`src/bqlp_pkg.sv`:
```
// Package of the biquad low-pass filter: widths, reset coefficients, control types
// and the microcode program of the sequencer. No dependencies.
package bqlp_pkg;

  localparam int SAMPLE_BITS_DEF    = 24;
  localparam int COEF_FRAC_BITS_DEF = 16;
  localparam int COEF_W             = 18;
  localparam int DELAY_W            = 32;
  localparam int PROD_W             = DELAY_W + COEF_W;
  localparam int ACC_W              = PROD_W + 2;
  localparam int CFG_IDX_W          = 3;
  localparam int STEP_W             = 3;

  localparam logic signed [COEF_W-1:0] A1_RESET = COEF_W'(-49007);
  localparam logic signed [COEF_W-1:0] A2_RESET = COEF_W'(17840);
  localparam logic signed [COEF_W-1:0] B0_RESET = COEF_W'(8592);
  localparam logic signed [COEF_W-1:0] B1_RESET = COEF_W'(17184);
  localparam logic signed [COEF_W-1:0] B2_RESET = COEF_W'(8592);

  typedef enum logic [CFG_IDX_W-1:0] {
    REG_FB_ONE  = 3'd0,
    REG_FB_TWO  = 3'd1,
    REG_FF_ZERO = 3'd2,
    REG_FF_ONE  = 3'd3,
    REG_FF_TWO  = 3'd4
  } cfg_reg_t;

  typedef struct packed {
    logic signed [COEF_W-1:0] a1;
    logic signed [COEF_W-1:0] a2;
    logic signed [COEF_W-1:0] b0;
    logic signed [COEF_W-1:0] b1;
    logic signed [COEF_W-1:0] b2;
  } coef_set_t;

  typedef enum logic [2:0] {CS_A1, CS_A2, CS_B0, CS_B1, CS_B2} coef_sel_t;
  typedef enum logic [1:0] {DS_D1, DS_D2, DS_W} data_sel_t;
  typedef enum logic [1:0] {ACC_HOLD, ACC_LOAD, ACC_ADD} acc_op_t;
  typedef enum logic [1:0] {WAIT_NONE, WAIT_IN, WAIT_OUT} wait_t;

  typedef enum logic [STEP_W-1:0] {
    ST_TAKE    = 3'd0,
    ST_FB_LOAD = 3'd1,
    ST_FB_ADD  = 3'd2,
    ST_MAKE_W  = 3'd3,
    ST_FF_ADD1 = 3'd4,
    ST_FF_ADD2 = 3'd5,
    ST_EMIT    = 3'd6
  } step_t;

  typedef struct packed {
    logic      take_in;
    logic      make_w;
    logic      emit;
    acc_op_t   acc_op;
    coef_sel_t coef_sel;
    data_sel_t data_sel;
    wait_t     wait_on;
    logic      jump;
    step_t     target;
  } ucode_t;

  // Strobes from the sequencer to the datapath.
  typedef struct packed {
    coef_sel_t coef_sel;
    data_sel_t data_sel;
    acc_op_t   acc_op;
    logic      load_x;
    logic      make_w;
    logic      emit;
  } dp_ctrl_t;

  // The product of a step lands in the accumulator one step later.
  function automatic ucode_t ucode(input step_t step);
    ucode_t uw;
    uw = '{take_in: 1'b0, make_w: 1'b0, emit: 1'b0, acc_op: ACC_HOLD,
           coef_sel: CS_A1, data_sel: DS_D1, wait_on: WAIT_NONE,
           jump: 1'b0, target: ST_TAKE};
    case (step)
      ST_TAKE: begin
        uw.take_in  = 1'b1;
        uw.wait_on  = WAIT_IN;
        uw.coef_sel = CS_A1;
        uw.data_sel = DS_D1;
      end
      ST_FB_LOAD: begin
        uw.acc_op   = ACC_LOAD;
        uw.coef_sel = CS_A2;
        uw.data_sel = DS_D2;
      end
      ST_FB_ADD: begin
        uw.acc_op   = ACC_ADD;
        uw.coef_sel = CS_B1;
        uw.data_sel = DS_D1;
      end
      ST_MAKE_W: begin
        uw.make_w   = 1'b1;
        uw.acc_op   = ACC_LOAD;
        uw.coef_sel = CS_B2;
        uw.data_sel = DS_D2;
      end
      ST_FF_ADD1: begin
        uw.acc_op   = ACC_ADD;
        uw.coef_sel = CS_B0;
        uw.data_sel = DS_W;
      end
      ST_FF_ADD2: begin
        uw.acc_op = ACC_ADD;
      end
      ST_EMIT: begin
        uw.emit    = 1'b1;
        uw.wait_on = WAIT_OUT;
        uw.jump    = 1'b1;
        uw.target  = ST_TAKE;
      end
      default: begin
        uw.jump   = 1'b1;
        uw.target = ST_TAKE;
      end
    endcase
    return uw;
  endfunction

endpackage

```
`src/biquad_lowpass_filter.sv`:
```
// Top level of the biquad low-pass filter: configuration registers, output valid
// and the sequencer and datapath instances. Depends on bqlp_pkg, bqlp_seq, bqlp_dp.
//
// Second-order IIR low-pass in direct form II on signed samples. From acceptance
// to the result register, each item runs through a seven-step program of the
// sequencer around one shared 18x32-bit multiplier and a 52-bit accumulator,
// two products for the feedback sum and three for the feedforward sum.
// A new item is taken only in the first step of the program; a finished result
// sits in its own register, so the next item is accepted while that result waits,
// and the program only pauses at its last step if the previous result has still
// not been taken. Coefficients are signed Q2.16 (COEF_FRAC_BITS fractional bits)
// and are written through the cfg port, which is always ready; writes to an index
// beyond the fifth register are ignored. Sums are rounded to nearest with ties
// upward, the delay value saturates to 32 bits and the result to SAMPLE_BITS.
// Change coefficients only while no item is in flight.
module biquad_lowpass_filter
  import bqlp_pkg::*;
#(
  parameter int SAMPLE_BITS    = SAMPLE_BITS_DEF,
  parameter int COEF_FRAC_BITS = COEF_FRAC_BITS_DEF
) (
  input  logic                   clk,
  input  logic                   rst_n,
  input  logic                   in_valid,
  output logic                   in_ready,
  input  logic [SAMPLE_BITS-1:0] in_sample_in,
  output logic                   out_valid,
  input  logic                   out_ready,
  output logic [SAMPLE_BITS-1:0] out_filtered_out,
  input  logic                   cfg_valid,
  output logic                   cfg_ready,
  input  logic [CFG_IDX_W-1:0]   cfg_index,
  input  logic [COEF_W-1:0]      cfg_data
);

  coef_set_t coef_r, coef_nxt;
  logic      out_valid_r, out_valid_nxt;
  logic      out_busy;
  dp_ctrl_t  ctrl;

  // The configuration port never stalls.
  assign cfg_ready = 1'b1;

  always_comb begin
    coef_nxt = coef_r;
    if (cfg_valid) begin
      case (cfg_reg_t'(cfg_index))
        REG_FB_ONE:  coef_nxt.a1 = cfg_data;
        REG_FB_TWO:  coef_nxt.a2 = cfg_data;
        REG_FF_ZERO: coef_nxt.b0 = cfg_data;
        REG_FF_ONE:  coef_nxt.b1 = cfg_data;
        REG_FF_TWO:  coef_nxt.b2 = cfg_data;
        default:     coef_nxt = coef_r;
      endcase
    end
  end

  always_ff @(posedge clk) begin
    if (!rst_n) begin
      coef_r <= '{a1: A1_RESET, a2: A2_RESET, b0: B0_RESET, b1: B1_RESET, b2: B2_RESET};
    end else begin
      coef_r <= coef_nxt;
    end
  end

  // The result register is busy while it holds an item that is not being taken.
  assign out_busy = out_valid_r && !out_ready;

  always_comb begin
    out_valid_nxt = out_valid_r;
    if (out_valid_r && out_ready) begin
      out_valid_nxt = 1'b0;
    end
    if (ctrl.emit) begin
      out_valid_nxt = 1'b1;
    end
  end

  always_ff @(posedge clk) begin
    if (!rst_n) begin
      out_valid_r <= 1'b0;
    end else begin
      out_valid_r <= out_valid_nxt;
    end
  end

  assign out_valid = out_valid_r;

  bqlp_seq u_seq (
    .clk      (clk),
    .rst_n    (rst_n),
    .in_valid (in_valid),
    .out_busy (out_busy),
    .in_ready (in_ready),
    .ctrl     (ctrl)
  );

  bqlp_dp #(
    .SAMPLE_BITS    (SAMPLE_BITS),
    .COEF_FRAC_BITS (COEF_FRAC_BITS)
  ) u_dp (
    .clk          (clk),
    .rst_n        (rst_n),
    .ctrl         (ctrl),
    .coefs        (coef_r),
    .sample_in    (in_sample_in),
    .filtered_out (out_filtered_out)
  );

endmodule

```
`src/bqlp_seq.sv`:
```
// Microcode sequencer of the biquad low-pass filter: step counter, program table
// and wait/jump handling. Depends on bqlp_pkg.
module bqlp_seq
  import bqlp_pkg::*;
(
  input  logic     clk,
  input  logic     rst_n,
  input  logic     in_valid,
  input  logic     out_busy,
  output logic     in_ready,
  output dp_ctrl_t ctrl
);

  step_t               step_r;
  step_t               step_nxt;
  ucode_t              uw;
  logic                stall;
  logic [STEP_W-1:0]   step_inc;

  always_comb begin
    uw       = ucode(step_r);
    stall    = ((uw.wait_on == WAIT_IN) && !in_valid) ||
               ((uw.wait_on == WAIT_OUT) && out_busy);
    step_inc = step_r + STEP_W'(1);
    if (stall) begin
      step_nxt = step_r;
    end else if (uw.jump) begin
      step_nxt = uw.target;
    end else begin
      step_nxt = step_t'(step_inc);
    end
    in_ready      = uw.take_in;
    ctrl.coef_sel = uw.coef_sel;
    ctrl.data_sel = uw.data_sel;
    ctrl.acc_op   = uw.acc_op;
    ctrl.load_x   = uw.take_in && in_valid;
    ctrl.make_w   = uw.make_w;
    ctrl.emit     = uw.emit && !out_busy;
  end

  always_ff @(posedge clk) begin
    if (!rst_n) begin
      step_r <= ST_TAKE;
    end else begin
      step_r <= step_nxt;
    end
  end

endmodule

```
`src/bqlp_dp.sv`:
```
// Datapath of the biquad low-pass filter: shared multiplier, accumulator,
// delay elements, saturation and the output payload register. Depends on bqlp_pkg.
module bqlp_dp
  import bqlp_pkg::*;
#(
  parameter int SAMPLE_BITS    = SAMPLE_BITS_DEF,
  parameter int COEF_FRAC_BITS = COEF_FRAC_BITS_DEF
) (
  input  logic                   clk,
  input  logic                   rst_n,
  input  dp_ctrl_t               ctrl,
  input  coef_set_t              coefs,
  input  logic [SAMPLE_BITS-1:0] sample_in,
  output logic [SAMPLE_BITS-1:0] filtered_out
);

  localparam int FB_W   = ACC_W - COEF_FRAC_BITS;
  localparam int DIFF_W = ((FB_W > DELAY_W) ? FB_W : DELAY_W) + 1;
  localparam int Y_W    = (FB_W > SAMPLE_BITS) ? FB_W : SAMPLE_BITS;
  localparam logic signed [ACC_W-1:0] ROUND_HALF = ACC_W'(1) << (COEF_FRAC_BITS - 1);

  logic signed [SAMPLE_BITS-1:0] x_r;
  logic signed [DELAY_W-1:0]     d1_r, d2_r, w_r, w_nxt;
  logic signed [PROD_W-1:0]      product_r, product_nxt;
  logic signed [ACC_W-1:0]       acc_r, acc_nxt;
  logic [SAMPLE_BITS-1:0]        y_r, y_nxt;
  logic signed [COEF_W-1:0]      coef_mux;
  logic signed [DELAY_W-1:0]     data_mux;
  logic signed [FB_W-1:0]        scaled;
  logic signed [DIFF_W-1:0]      diff;
  logic signed [Y_W-1:0]         y_ext;

  always_comb begin
    case (ctrl.coef_sel)
      CS_A1:   coef_mux = coefs.a1;
      CS_A2:   coef_mux = coefs.a2;
      CS_B0:   coef_mux = coefs.b0;
      CS_B1:   coef_mux = coefs.b1;
      CS_B2:   coef_mux = coefs.b2;
      default: coef_mux = coefs.a1;
    endcase
    case (ctrl.data_sel)
      DS_D1:   data_mux = d1_r;
      DS_D2:   data_mux = d2_r;
      DS_W:    data_mux = w_r;
      default: data_mux = d1_r;
    endcase
    product_nxt = coef_mux * data_mux;

    // Loading adds the rounding half so that the shift below rounds to nearest.
    case (ctrl.acc_op)
      ACC_LOAD: acc_nxt = ACC_W'(product_r) + ROUND_HALF;
      ACC_ADD:  acc_nxt = acc_r + ACC_W'(product_r);
      default:  acc_nxt = acc_r;
    endcase

    scaled = acc_r[ACC_W-1:COEF_FRAC_BITS];

    diff = DIFF_W'(x_r) - DIFF_W'(scaled);
    if ((&diff[DIFF_W-1:DELAY_W-1]) || !(|diff[DIFF_W-1:DELAY_W-1])) begin
      w_nxt = diff[DELAY_W-1:0];
    end else begin
      w_nxt = {diff[DIFF_W-1], {(DELAY_W-1){~diff[DIFF_W-1]}}};
    end

    y_ext = Y_W'(scaled);
    if ((&y_ext[Y_W-1:SAMPLE_BITS-1]) || !(|y_ext[Y_W-1:SAMPLE_BITS-1])) begin
      y_nxt = y_ext[SAMPLE_BITS-1:0];
    end else begin
      y_nxt = {y_ext[Y_W-1], {(SAMPLE_BITS-1){~y_ext[Y_W-1]}}};
    end
  end

  always_ff @(posedge clk) begin
    product_r <= product_nxt;
    acc_r     <= acc_nxt;
    if (ctrl.load_x) begin
      x_r <= sample_in;
    end
    if (ctrl.make_w) begin
      w_r <= w_nxt;
    end
    if (ctrl.emit) begin
      y_r <= y_nxt;
    end
  end

  always_ff @(posedge clk) begin
    if (!rst_n) begin
      d1_r <= '0;
      d2_r <= '0;
    end else if (ctrl.emit) begin
      d2_r <= d1_r;
      d1_r <= w_r;
    end
  end

  assign filtered_out = y_r;

endmodule

```
`config.mk`:
```
export PLATFORM = sky130hd
export DESIGN_NAME = biquad_lowpass_filter
export DESIGN_NICKNAME = d
export VERILOG_FILES = /design/src/bqlp_pkg.sv /design/src/biquad_lowpass_filter.sv /design/src/bqlp_seq.sv /design/src/bqlp_dp.sv
export SDC_FILE = /design/constraint.sdc
export NUM_CORES = 2
export LEC_CHECK = 0
export ABC_AREA = 1
export ABC_CLOCK_PERIOD_IN_PS = 18370
export BUFFER_PORTS_ARGS = -buffer_cell sky130_fd_sc_hd__buf_2
export CAP_MARGIN = 25
export CORE_ASPECT_RATIO = 0.75
export CORE_UTILIZATION = 65
export DETAILED_ROUTE_END_ITERATION = 16
export PLACE_DENSITY = 0.85
export SKIP_CTS_REPAIR_TIMING = 1
export SYNTH_ARGS = -nofsm -noshare
export SYNTH_HDL_FRONTEND = slang
export SYNTH_SLANG_ARGS = --single-unit
```
`constraint.sdc`:
```
create_clock -name clk -period 18.37 [get_ports clk]
set_input_delay 0.9185 -clock clk [delete_from_list [all_inputs] [get_ports clk]]
set_output_delay 0.9185 -clock clk [all_outputs]
set_load 0.05 [all_outputs]
```
Yosys cells after proc, flatten, opt, wreduce, memory -nomap -nowiden:

Index checks and enable logic that the tools add are counted.

* bits in registers: 340
* bits in latches: 0
* bits in writable memories: 0
* bits in read-only memories: 0
* bits of input ports: 50
* memories: 0

* add/sub/neg operators: 4
* $mul: 1
* divide/modulo/power cells: 0
* order comparisons: 0
* equality and inequality tests: 20
* shift-type cells: 0
* muxes and demuxes: 15
* bitwise logic cells: 2
* reductions and logical operators: 30

Operators by type and width (count)
* $pmux 52 s2: 1
* $pmux 18 s4: 1
* $pmux 32 s2: 1
* $add 52x50->52: 1
* $add 50x17->51 const B: 1
* $mul 18x32->50: 1
* $sub 24x36->37: 1
* $mux 32: 1
* $mux 24: 1
* $pmux 5 s4: 1
* $eq 3x2->1 const B: 6
* $eq 3x3->1 const B: 5
* $reduce_and 13->1: 1
* $reduce_or 13->1: 1
* $reduce_or 6->1: 2
* $reduce_and 2->1: 5
* $eq 3x1->1 const B: 3
* $pmux 2 s2: 2
* $eq 2x1->1 const B: 3
* $eq 2x2->1 const B: 3
* $logic_and 1x1->1: 6
* $logic_not 3->1: 2
* $reduce_and 6->1: 1
* $logic_not 1->1: 5
* other kinds (9): 17

Depth between registers and ports, before layout:

* word-level depth: 5
* depth in mapped cells: 37
* gate-level depth less buffers: 34

Modules after synthesis:

Synthesis repeated with hierarchy kept, for this count alone.

* cells, all modules: 5237
* area total of the unflattened synthesis: 40466.3 um2

By module, submodules not included
* bqlp_dp: times used 1, cells an instance 4681, area each 36537.5 um2
* biquad_lowpass_filter: times used 1, cells an instance 504, area each 3582.2 um2
* bqlp_seq: times used 1, cells an instance 52, area each 346.6 um2

Worst setup path before layout:

OpenSTA, ideal clock, no wires.

* kind: register to register
* start point: register u_seq.step_r[0]
* end point: register u_dp.product_r[36]
* setup time: 0.120 ns
* arrival time: 7.679 ns
* required time: 18.250 ns
* setup slack: 10.572 ns
* stages on the path, launching flop included: 32
* path buffers: 2
* cell sequence: dfxtp_1 -> ha_1 -> ha_1 -> a21oi_1 -> inv_1 -> ha_1 -> inv_1 -> clkbuf_1 -> clkbuf_1 -> o21ai_1 -> clkinv_1 -> nand2_1 -> fa_1 -> inv_1 -> fa_1 -> inv_1 -> fa_1 -> inv_1 -> fa_1 -> fa_1 -> inv_1 -> fa_1 -> inv_1 -> ha_1 -> nand2_1 -> nor2_1 -> inv_1 -> nor3_1 -> a21oi_1 -> o21ai_0 -> a21oi_1 -> xnor2_1

* longest elaborated chain between the ends: 5
* elaborated cells between the ends (all ways): 14
* classes of those cells: mul: 1; eq/ne: 10; mux: 3

RTL lines
* from (decl): RTL line bqlp_seq.sv:14 `step_t step_r;`
* from (signal assigned): RTL line bqlp_seq.sv:45 `step_r <= step_nxt;`
* $eq 3x3->1, or another cell as far along: RTL line bqlp_pkg.sv:79 `case (step)`
* $pmux 5 s4 (*): RTL line bqlp_pkg.sv:79
* $eq 3x3->1, or another cell as far along: RTL line bqlp_dp.sv:34 `case (ctrl.coef_sel)`
* $pmux 18 s4 / $pmux 32 s2 (equally long branches): RTL line bqlp_dp.sv:34, bqlp_dp.sv:42
* $mul 18x32->50 (*): RTL line bqlp_dp.sv:48 `product_nxt = coef_mux * data_mux;`
* net u_dp.product_nxt[36]: RTL line bqlp_dp.sv:24 `logic signed [PROD_W-1:0] product_r, product_nxt;`
* to (signal assigned): RTL line bqlp_dp.sv:75 `product_r <= product_nxt;`
* to (decl): RTL line bqlp_dp.sv:24

The timed path passes the listed nets; every way through them passes the cells marked *.
A chain may end at the register's enable or synchronous reset.

Worst setup path in the final report:

* start point: register u_seq.step_r[2]
* end point: register u_dp.product_r[36]

Same word-level chain as after synthesis.

==> flow_summary.yaml <==
clock_tree:
  ctsRootBufferMaster: "clkbuf_16"
  clkLatencyLatePin_ps: 570
  cts_buffers: 36
  cts_tree: "done"
  clockBufferDepth: 3
  clkSinkCount: 340
  htree_levels: 2
  clk_pin_slew_ps: 60
worst_hold_path:
  hold_path.class: "reg2reg"
  min_delay_path_depth: 2
  hp-start: "coef_r[29]"
  worst_hold_path.endpoint: "coef_r[29]"
synth:
  syn_area_mm2: 0.0398
  synthesis.nets: 5949
  ys_types: 60
  synth-xor-area-share_pct: 2.84
  syn_inst: 5126
  synth-seq-cells: 340
  synth_fa_ha_area_share_pct: 34.8
  syn_area_per_cell_um2: 7.76
  synth-simple-area-share_pct: 19.9
  synth_compound_area_share_pct: 10.3
  yosysWarningCount: 0
  yosysSeqAreaShare_pct: 20.4
  synth_top_family_by_area: "adder cells"
  synth.area.mux_share_pct: 0
global_routing:
  grt_overflow_total: 0
  grt_pass1_vias: 34294
  grt_pass1_wl_um: 196000
  grt_max_degree: 127
  antenna_found_initial: 2
  grt_usage_pct: 41.4
sta:
  timing.final.crit_share_pct: 51.6
  whs_ps: 455
  relSlewSlack_pct: 27.0
  finalHoldViolCount: 0
  fin_skew_ps: 24.7
  fin_crit_ps: 9470
  finalMaxSlewViolations: 0
  timing.fmax_ghz: 0.106
  tns_ps: 0
  grt_setup_unrepaired: "no"
  worst_slew_pin_slew_ps: 1100
  setup_slack_ps: 8900
  setup_violations: 0
die:
  ios: 77
  die_x_um: 288
  core_mm2: 0.0605
  dieArea_mm2: 0.0622
  initial_core_util_pct: 65.8
  rows: 78
  die_y_um: 216
routing:
  wl_per_cell_um: 21.2
  drt_iter0_drc: 5110
  drt_first_pass_iters: 13
  drcViolationCount: 12
  vias: 35649
  detail_route.vias_per_cell: 5.95
  drt-total-wl_um: 127000
  drtAntennaViolNets: 0
finish:
  fill_cells: 4937
  fin_nets: 5983
  drive_gt1_share_pct: 5.11
  synthToLayoutAreaGrowth_pct: 6.08
  n_antenna_cell: 0
  post-route-cell-area_mm2: 0.0422
setup_path:
  cp_slowest_stage_delay_ps: 710
  path_class: "reg2reg"
  crit_slowest_cell: "o21ai_1"
  critPathTopFamily: "adder cells"
  r2r_cells: 30
  critPathBufInv: 10
  endpoint_kind: "register"
  ff2ff_setup_slack_ps: 8900
  cp.required_ps: 18820
  r2r-start: "u_seq.step_r[2]"
  path_common_cell: "fa_1"
  path_max_fanout: 33
  arrival_ps: 9920
  start_kind: "register"
  rr_endpoint: "u_dp.product_r[36]"
placed_design:
  place_congestion: 1.03
  pre_cts_ws_ps: 8530
  placed_area_mm2: 0.0409
  port_buffers: 75
  dp_hpwl_um: 101000
run_status:
  violations: "DRC"
  status: "finished, violations left"
flow_run:
  cap_violations: 0
==> synth_stat cells, drive strengths merged <==
cell	count	area, µm²
a22o	1	8.76
inv	1022	3840
o2111ai	15	144
o21a	5	38.8
a221o	31	310
nor2	755	2850
nand2	1027	3860
nor3b	1	12.5
a211oi	4	30.0
a21oi	179	896
o22ai	2	12.5
xor2	78	683
a221oi	5	56.3
a21o	15	113
or3b	1	8.76
a41oi	1	8.76
ha	218	2730
o211ai	2	15.0
and3	3	18.8
fa	555	11100
a22oi	13	97.6
nand4	32	200
and2	2	12.5
edfxtp	132	3960
nor3	37	206
clkbuf	87	327
nor4	23	159
conb	1	3.75
clkinv	18	67.6
buf	52	400
dfxtp	208	4160
xnor2	51	447
o311ai	1	8.76
a21boi	8	60.1
or2	2	12.5
a31oi	40	250
nand2b	1	6.26
nand3	110	561
nand3b	3	22.5
o21ai	362	1890
o21bai	23	173
==> cell usage in the layout, fill, tap and decap left out, types with 5 or more instances in the layout <==
cell,Yosys,routed
inv_1,1000,999
o2111ai_1,13,13
edfxtp_1,132,132
a221o_1,31,31
clkbuf_16,0,39
clkinv_2,0,5
a31oi_1,40,40
nor4_1,22,22
o21bai_1,23,23
nand4_1,32,32
buf_2,17,74
inv_2,20,22
dfxtp_1,208,208
o21ai_0,318,313
nand3_1,108,108
a21o_1,15,15
nand2_1,1024,1024
o21ai_1,28,31
xnor2_1,51,51
xor2_1,78,78
o21ai_2,13,15
clkbuf_8,0,5
fa_1,555,555
nor2_2,4,5
a21boi_0,7,7
clkinv_1,18,18
a21oi_1,179,179
a22oi_1,13,13
buf_4,15,59
nor3_1,34,33
nor2_1,750,748
ha_1,218,218
==> through the flow <==
stage                     utilization (%)  cells
after detailed placement             67.6   5920
after CTS                            69.7   5985
after floorplan                         -   5126
after global routing                 69.7   5987
after global placement               67.6   5920
final                                69.7   5987
==> how the worst max path moves through the flow <==
stage / startpoint / end / slack [ps] / cells after the start
floorplan: u_seq.step_r[0] / u_dp.product_r[36] / 10570 / 31
global placement: u_seq.step_r[2] / u_dp.product_r[36] / 8860 / 29
detailed placement: u_seq.step_r[2] / u_dp.product_r[36] / 8530 / 29
CTS: u_seq.step_r[2] / u_dp.product_r[36] / 8530 / 29
global route: u_seq.step_r[2] / u_dp.product_r[36] / 8570 / 30
finish: u_seq.step_r[2] / u_dp.product_r[36] / 8900 / 30
==> registers in the layout, indices dropped and copies added (netlist names) <==
register,cells
u_dp.acc_r,52
u_dp.d1_r,32
u_dp.d2_r,32
u_dp.filtered_out,24
u_seq.step_r,3
u_dp.w_r,32
coef_r,90
u_dp.product_r,50
out_valid,1
u_dp.x_r,24
==> metal layers <==
| metal | part of all wire [%] | wire, µm | up-vias | global-route usage (%) |
|---|---|---|---|---|
| met5 | 0.048 | 61 | - | 0.547 |
| li1 | - | - | 15883 | - |
| met1 | 41 | 51900 | 17120 | 60.7 |
| met3 | 16 | 20200 | 299 | 15.6 |
| met4 | 3.0 | 3770 | 4 | 10.7 |
| met2 | 40 | 51300 | 2343 | 57.2 |
==> tightest hold or removal path, stage by stage (launching register included) <==
cell and delay, ps:
dfxtp_1 290, inv_1 60, a21oi_1 50
==> area by class of cell <==
type                            instances  area, µm²  share of cell area, %
Multi-Input combinational cell       3607      27000                   64.1
Sequential cell                       340       8130                   19.3
Inverter                             1040       3910                   9.26
Clock buffer                           46       1050                   2.49
Tap cell                              800       1000                   2.37
Timing Repair Buffer                  135        861                   2.04
Clock inverter                         19        208                  0.492
==> logic make-up (layout without fill, tap and decap cells) <==
family                   after synthesis  in the layout
AO/OA/AOI/OAI                        707            707
XOR/XNOR                             129            129
adder cells (fa/ha/maj)              773            773
buffers and inverters               1179           1240
flip-flops                           340            340
other                                  1              1
AND/OR/NAND/NOR                     1997           1997
Power is not shown: default switching activity piles up to over one toggle a cycle in this logic, so the estimate is an artifact.
